**src/rtl/dmc_pkg.sv**
```systemverilog
// Shared constants, codes and control types for the direct-mapped write-through cache.
`default_nettype none
package dmc_pkg;

    localparam int CACHE_LINES = 16;
    localparam int LINE_BITS   = $clog2(CACHE_LINES);
    localparam int TAG_BITS    = 8;
    localparam int DATA_BITS   = 32;
    localparam int ADDR_BITS   = TAG_BITS + LINE_BITS;
    localparam int MEM_DEPTH   = 2 ** ADDR_BITS;
    localparam int LAT_BITS    = 16;
    localparam int COST_BITS   = LAT_BITS + 1;
    localparam int CFG_IDX_BITS = 1;

    localparam logic FUNC_READ  = 1'b0;
    localparam logic FUNC_WRITE = 1'b1;

    localparam logic [CFG_IDX_BITS-1:0] CFG_CACHE_LATENCY  = 1'b0;
    localparam logic [CFG_IDX_BITS-1:0] CFG_MEMORY_LATENCY = 1'b1;

    localparam logic [LAT_BITS-1:0] CACHE_LATENCY_RESET  = 16'd1;
    localparam logic [LAT_BITS-1:0] MEMORY_LATENCY_RESET = 16'd100;

    typedef enum logic [1:0] {
        ST_CLEAR,
        ST_IDLE,
        ST_FINISH
    } state_t;

    typedef struct packed {
        logic accept;
        logic finish;
        logic clear_step;
    } cmd_t;

    typedef struct packed {
        logic clear_last;
        logic slot_free;
    } status_t;

endpackage
`default_nettype wire

```
**src/rtl/dmc_ctrl.sv**
```systemverilog
// Controller state machine: backing store clear, item accept and result hand-off.
`default_nettype none
module dmc_ctrl (
    input  logic             clk,
    input  logic             rst_n,
    input  logic             in_valid,
    output logic             in_ready,
    input  dmc_pkg::status_t status,
    output dmc_pkg::cmd_t    cmd
);
    import dmc_pkg::*;

    state_t state_reg;
    state_t state_next;

    always_ff @(posedge clk or negedge rst_n)
    begin
        if (!rst_n)
        begin
            state_reg <= ST_CLEAR;
        end
        else
        begin
            state_reg <= state_next;
        end
    end

    always_comb
    begin
        state_next     = state_reg;
        in_ready       = 1'b0;
        cmd.accept     = 1'b0;
        cmd.finish     = 1'b0;
        cmd.clear_step = 1'b0;
        case (state_reg)
            ST_CLEAR:
            begin
                cmd.clear_step = 1'b1;
                if (status.clear_last)
                begin
                    state_next = ST_IDLE;
                end
            end
            ST_IDLE:
            begin
                in_ready   = 1'b1;
                cmd.accept = in_valid;
                if (in_valid)
                begin
                    state_next = ST_FINISH;
                end
            end
            ST_FINISH:
            begin
                cmd.finish = status.slot_free;
                if (status.slot_free)
                begin
                    state_next = ST_IDLE;
                end
            end
            default:
            begin
                state_next = ST_CLEAR;
            end
        endcase
    end

endmodule
`default_nettype wire

```
**config.mk**
```make
export PLATFORM = sky130hd
export DESIGN_NAME = dmc_ctrl
export DESIGN_NICKNAME = d
export VERILOG_FILES = /design/src/rtl/dmc_pkg.sv /design/src/rtl/dmc_ctrl.sv
export SDC_FILE = /design/constraint.sdc
export NUM_CORES = 1
export LEC_CHECK = 0
export ABC_AREA = 0
export BUFFER_PORTS_ARGS = -buffer_cell sky130_fd_sc_hd__buf_2
export CORE_AREA = 2 2 39 41
export CTS_CLUSTER_SIZE = 28
export DETAILED_ROUTE_END_ITERATION = 10
export DIE_AREA = 0 0 41 43
export GPL_TIMING_DRIVEN = 0
export PLACE_DENSITY_LB_ADDON = 0.12
export REMOVE_ABC_BUFFERS = 1
export SLEW_MARGIN = 5
export SYNTH_ARGS = -nofsm -noshare
export SYNTH_HDL_FRONTEND = slang
export SYNTH_SLANG_ARGS = --single-unit
export TNS_END_PERCENT = 10
```
**constraint.sdc**
```tcl
create_clock -name clk -period 1.2 [get_ports clk]
set_input_delay 0.06 -clock clk [delete_from_list [all_inputs] [get_ports clk]]
set_output_delay 0.06 -clock clk [all_outputs]
set_load 0.01 [all_outputs]
```
==> summary.txt, run 1 <==
Setup path
  • Delay-heaviest family, CP: flip-flops
  • Number of gates on the worst path with buffers counted: 2
  • Required time of the critical path: 1.14 ns
  • Largest stage delay, worst path: 0.43 ns
  • Startpoint-to-endpoint class of the critical path: register to output port
  • Category of the worst setup path capture point: output port
  • Critical path arrival: 1.03 ns
  • Critical-path cell with the highest stage delay: dfrtp_1
  • Buf+Inv Stages, Crit Path: 1
  • Peak fanout along the critical path: 6
  • Register-to-Register Path Depth: 2
  • Launching element type of the critical path: register
  • Cell-by-cell trace of the critical path: and3b_1 > buf_2

Detailed routing
  • First-iteration detailed-routing DRC count: 0
  • First-pass detailed-route iteration total: 1
  • Drt via density: 3.15
  • Routed WL: 318 um
  • DR DRC count: 0
  • Per-cell routed wire length: 7.95 um
  • Number of nets still failing antenna checks after routing: 0
  • Vias: 126

Logic synthesis
  • Sequential cell area fraction in the yosys report: 43.5%
  • Post-synthesis instance area: 115 um2
  • Yosys warning count: 0
  • Gate count of the mapped netlist: 12
  • Average footprint of a synthesized cell: 9.59 um2
  • Distinct cell type count after synthesis: 10
  • Register bit total from synthesis: 2

Global routing
  • Maximum number of pins on one net before global-route repair: 7
  • Total gr overflow: 0
  • Vias in the first global route: 146
  • First-pass GRT wire length: 531 um
  • Global-route total usage across every layer: 5.11%
  • Antenna violations before repair: 0

Placed design
  • Dpl cell area: 175 um2
  • Placed wire-length estimate: 236 um
  • Placer Congestion: 0.559
  • DP Worst Slack: 0.219 ns
  • Instance count after placement with tap cells included: 36
  • Number of port buffers: 8

Timing
  • Transition at the pin with the smallest max-transition slack: 0.191 ns
  • Final number of max-transition violations: 0
  • Final period utilization: 91.0%
  • Final worst setup slack: 0.108 ns
  • FMAX: 0.916 GHz
  • Endpoints failing setup: 0
  • Max_slew headroom: 87.3%
  • Post-layout min period: 1.09 ns
  • Final Hold Violating Endpoints: 0
  • Post-route worst hold slack: 0.115 ns
  • Setup repair after global routing missed its margin: no
  • Maximum clock skew at final layout: 0.00121 ns
  • Final total negative setup slack: 0 ns

Power and ir drop
  • Internal power consumption: 0.314 mW
  • Portion of total power attributed to the clock network: 30.2%
  • Combinational share of power: 39.1%
  • Max rail drop VDD: 501 uV
  • Leakage: 0.110 nW
  • Switching power: 0.172 mW
  • Fraction of power consumed by sequential logic: 30.7%
  • Total Power: 0.486 mW
  • Switching part of the total: 35.3%
  • Cell area power density: 2340 nW/um2

Die
  • Number of cell rows: 14
  • Vertical extent of the die: 43 um
  • Horizontal extent of the die: 41 um
  • Top-Level Pins: 9
  • Standard cell core area: 1380 um2
  • Starting utilization of the core area: 8.32%
  • Die area: 1760 um2

Final layout
  • Number of standard cells in the final layout excluding fillers: 40
  • Combined area of the multi-input logic cells: 61.3 um2
  • Final-layout fill cell count: 158
  • Net count of the finished layout: 31
  • Fraction of final layout cells with drive strength greater than 1: 50.0%
  • Flip-flop count of the largest register after layout: 2
  • Post-route cell area: 208 um2
  • Number of diodes added for antenna fixing: 0
  • Growth of design area from synthesis to finish: 80.4%
  • Area taken by flip-flops and latches: 50.0 um2
  • Final core occ: 15.0%

Clock network
  • Number of buffers inserted during clock tree synthesis: 3
  • Clock Sink Count: 2
  • Clk_lat worst skew: 0.22 ns
  • Reg clk slew, reported paths: 0.03 ns
  • Longest Clk Path Bufs: 2
  • CTS H-tree depth: 1
  • Clock Tree Root: clkbuf_4
  • CTS tree: built

Job
  • Total of max-cap violations: 0

Outcome
  • Status: finished, final reports clean

Worst hold path
  • HP Class: primary input to register
  • Hold Crit Depth: 3
routing by layer:
metal  track usage [%]  vias to the layer above  routed length (um)
met2              5.31                        9                 116
li1                  -                       64                   -
met3              1.57                        0                  49
met4              8.00                        0                   0
met5                 0                        -                   0
met1              6.07                       53                 152
power groups by stage:
stage | Clock [mW] | Combinational (mW) | Sequential (mW)
global placement | 0 | 0.190 | 0.148
detailed placement | 0 | 0.189 | 0.151
CTS | 0.159 | 0.193 | 0.150
global route | 0.160 | 0.213 | 0.162
floorplan | 0 | 0.120 | 0.134
finish | 0.147 | 0.190 | 0.149
cell type report:
type | instances | area share (%)
Inverter | 1 | 1.81
Multi-Input combinational cell | 9 | 29.5
Timing Repair Buffer | 9 | 24.1
Tap cell | 16 | 9.64
Sequential cell | 2 | 24.1
Clock buffer | 3 | 10.8
kinds of logic after synthesis:
group | count (synthesis) | synth area share, %
AND/OR/NAND/NOR | 7 | 37.0
flip-flops | 2 | 43.5
AO/OA/AOI/OAI | 1 | 7.61
multiplexers | 1 | 8.70
buffers and inverters | 1 | 3.26
worst register-to-register path, cell delays in order (launching register included):
cell	delay, ns
dfrtp_1	0.42
and3b_1	0.21
or2_1	0.22
final timing paths:
path                              start           end  slack, ns
max in group asynchronous         rst_n  state_reg[0]       0.95
min                            in_valid  state_reg[0]       0.11
max reg2reg                state_reg[1]  state_reg[1]       0.22
max                        state_reg[1]        cmd[2]       0.11
min reg2reg                state_reg[0]  state_reg[0]       0.55
min in group asynchronous         rst_n  state_reg[1]       0.15
layout by cell type (no fill, tap or decap):
master         instances
and2b_2                1
or2_1                  1
clkbuf_4               3
mux2i_1                1
buf_2                  8
dfrtp_1                2
nor2_1                 2
and3b_1                1
dlygate4sd3_1          1
nor3b_1                1
o2bb2ai_1              1
inv_1                  1
nand2_1                1
Yosys cell counts:
cell       count  share of area (%)
dfrtp_1        2                 43
nor2_1         2                6.5
and2b_2        1                7.6
and3b_1        1                7.6
inv_1          1                3.3
mux2i_1        1                8.7
nand2_1        1                3.3
nor3b_1        1                6.5
o2bb2ai_1      1                7.6
or2_1          1                5.4
what timing repair did:
| item | 4_1_cts | 5_1_grt |
|---|---|---|
| hold buffers | 1 | 0 |
| buffers inserted | 0 | 0 |
| resized for setup | 0 | 0 |
| hold endpoints to repair | 2 | 0 |
Note: power is estimated with default switching activity, not from simulation.
==> run 2, diff against run 1 <==
==> constraint.sdc (replaced) <==
create_clock -name clk -period 0.9 [get_ports clk]
set_input_delay 0.045 -clock clk [delete_from_list [all_inputs] [get_ports clk]]
set_output_delay 0.045 -clock clk [all_outputs]
set_load 0.01 [all_outputs]
==> run 2 against run 1 <==
Effect of this change:
- the run now ends with negative setup slack left
- die area unchanged
- global-route usage up 0.20 points
- worst hold slack worse by 0.020 ns
- clock skew about the same
- critical endpoint unchanged
==> summary.txt, run 2 (synthesis results as in run 1) <==
Final layout
  • Growth of design area from synthesis to finish: 94.6%
  • Fraction of final layout cells with drive strength greater than 1: 60.0% (+10 points)
  • Number of diodes added for antenna fixing: 0 (unchanged)
  • Number of standard cells in the final layout excluding fillers: 41 (+2.5%)
  • Area taken by flip-flops and latches: 52.6 um2 (+5.0%)
  • Post-route cell area: 224 um2 (+7.8%)
  • Leading cell types in the layout, fill and taps excluded: buf_2, clkbuf_4, nor2_1, dfrtp_2
  • Combined area of the multi-input logic cells: 61.3 um2 (unchanged)
  • Final-layout fill cell count: 156 (-1.3%)
  • Most frequent standard cell in the layout excluding fill and tap cells: buf_2
  • Flip-flop count of the largest register after layout: 2 (unchanged)
  • Net count of the finished layout: 32 (+3.2%)

Timing
  • Max_slew headroom: 91.1% (+3.8 points)
  • Final period utilization: 117%
  • FMAX: 0.948 GHz
  • Maximum clock skew at final layout: 0.000811 ns (-0.000398 ns)
  • Final Hold Violating Endpoints: 0 (unchanged)
  • Final number of max-transition violations: 0 (unchanged)
  • Final worst setup slack: -0.155 ns (-0.263 ns)
  • Post-layout min period: 1.05 ns
  • Endpoints failing setup: 6 (+6)
  • Setup repair after global routing missed its margin: yes
  • Transition at the pin with the smallest max-transition slack: 0.130 ns (-0.0608 ns)

Setup path
  • Peak fanout along the critical path: 6 (unchanged)
  • Register-to-Register Path Depth: 2 (unchanged)
  • Critical-path cell with the highest stage delay: dfrtp_2
  • Delay-heaviest family, CP: flip-flops
  • Number of gates on the worst path with buffers counted: 2 (unchanged)
  • Launching element type of the critical path: register
  • Largest stage delay, worst path: 0.42 ns (about the same)
  • Required time of the critical path: 0.85 ns (-0.29 ns)
  • Reg-to-reg startpoint: state_reg[0]
  • Category of the worst setup path capture point: output port
  • Buf+Inv Stages, Crit Path: 1 (unchanged)
  • FF-to-FF setup slack: -0.03 ns (-0.25 ns)
  • Critical path arrival: 1.01 ns (-0.02 ns)
  • Start point of the critical path: state_reg[1]
  • Cell-by-cell trace of the critical path: and3b_1 > buf_2
  • Reg-to-reg endpoint: state_reg[1]
  • Startpoint-to-endpoint class of the critical path: register to output port
  • Termination of the worst setup path: cmd[2]

Power and ir drop
  • Max rail drop VDD: 723 uV (+44%)
  • Switching power: 0.238 mW (+39%)
  • Portion of total power attributed to the clock network: 27.2% (-3.0 points)
  • Cell area power density: 3200 nW/um2 (+37%)
  • Internal power consumption: 0.479 mW (+52%)
  • Combinational share of power: 44.4% (+5.3 points)
  • Total Power: 0.717 mW (+48%)
  • Leakage: 0.114 nW (+3.9%)
  • Switching part of the total: 33.2% (-2.1 points)
  • Fraction of power consumed by sequential logic: 28.4% (-2.3 points)

Detailed routing
  • Routed WL: 331 um (+4.1%)
  • Drt via density: 3.15 (-0.12%)
  • First-pass detailed-route iteration total: 2 (+1)
  • Vias: 129 (+2.4%)
  • DR DRC count: 0 (unchanged)
  • Per-cell routed wire length: 8.07 um (+1.5%)
  • Number of nets still failing antenna checks after routing: 0 (unchanged)
  • First-iteration detailed-routing DRC count: 4 (+4)

Worst hold path
  • HP Class: primary input to register

Clock network
  • Longest Clk Path Bufs: 2 (unchanged)
  • Number of buffers inserted during clock tree synthesis: 3 (unchanged)
  • Clock Sink Count: 2 (unchanged)
  • CTS H-tree depth: 1 (unchanged)
  • Clk_lat worst skew: 0.22 ns (about the same)
  • Reg clk slew, reported paths: 0.03 ns (about the same)
  • CTS tree: built
  • Clock Tree Root: clkbuf_4

Die
  • Horizontal extent of the die: 41 um (unchanged)
  • Die area: 1760 um2 (unchanged)
  • Number of cell rows: 14 (unchanged)
  • Standard cell core area: 1380 um2 (unchanged)
  • Top-Level Pins: 9 (unchanged)
  • Starting utilization of the core area: 8.32% (unchanged)
  • Vertical extent of the die: 43 um (unchanged)

Global routing
  • Global-route total usage across every layer: 5.31% (+0.20 points)
  • Maximum number of pins on one net before global-route repair: 7 (unchanged)
  • Vias in the first global route: 148 (+1.4%)
  • Antenna violations before repair: 0 (unchanged)
  • Total gr overflow: 0 (unchanged)
  • First-pass GRT wire length: 558 um (+5.1%)

Placed design
  • Instance count after placement with tap cells included: 36 (unchanged)
  • Placed wire-length estimate: 236 um (unchanged)
  • Dpl cell area: 175 um2 (unchanged)
  • Placer Congestion: 0.559 (unchanged)
  • Number of port buffers: 8 (unchanged)
  • DP Worst Slack: -0.0812 ns (-0.300 ns)

Outcome
  • Status: finished with violations
  • Failing checks: negative setup slack

Job
  • Total of max-cap violations: 0 (unchanged)
## run 2: worst min-delay path, stage by stage
cell	delay [ns]
buf_2	0.09
inv_1	0.03
o2bb2ai_1	0.11
## run 2: cell type report
cell class / instances / share of cell area [%]
Clock buffer: 3 / 10.1
Inverter: 1 / 1.68
Multi-Input combinational cell: 9 / 27.4
Sequential cell: 2 / 23.5
Tap cell: 16 / 8.94
Timing Repair Buffer: 10 / 28.5
## run 2: power groups by stage
stage / registers [mW] / clock network [mW] / logic, mW
after global routing: 0.220 / 0.223 / 0.356
after floorplan: 0.179 / 0 / 0.160
after global placement: 0.198 / 0 / 0.253
after detailed placement: 0.201 / 0 / 0.252
after CTS: 0.196 / 0.212 / 0.322
final: 0.203 / 0.195 / 0.318
## run 2: worst min-delay path by stage
stage | start | endpoint | slack (ns) | cells past startpoint
after floorplan | rst_n | state_reg[0] | -0.25 | 0
after global placement | rst_n | state_reg[0] | -0.17 | 1
after detailed placement | rst_n | state_reg[0] | -0.17 | 1
after CTS | in_valid | state_reg[0] | 0.1 | 3
after global routing | in_valid | state_reg[0] | 0.11 | 3
final | in_valid | state_reg[0] | 0.09 | 3
## run 2: through the flow
| stage | hold WS (ns) | TNS [ns] | utilization [%] |
|---|---|---|---|
| 6_report | 0.0946 | -0.363 | 16.2 |
| 5_1_grt | 0.112 | -0.736 | 16.2 |
| 4_1_cts | 0.0956 | -0.549 | 16.0 |
| 3_5_place_dp | -0.167 | -0.0923 | 12.7 |
| 3_3_place_gp | -0.171 | -0.0726 | 12.7 |
| 2_1_floorplan | -0.251 | -0.0613 | - |
## run 2: timing repair
action / 4_1_cts / 5_1_grt
setup endpoints to repair: 6 / 6
hold endpoints to repair: 2 / 0
gates resized for setup: 1 / 2
hold buffers: 1 / 0
pin swaps: 2 / 1
setup buffers: 1 / 0
## run 2: per-layer routing
| layer | up-vias | share of wire, % | global-route usage, % |
|---|---|---|---|
| met4 | 0 | 0 | 8.00 |
| li1 | 66 | - | - |
| met1 | 54 | 46 | 6.07 |
| met5 | - | 0 | 0 |
| met2 | 9 | 38 | 5.63 |
| met3 | 0 | 16 | 2.09 |
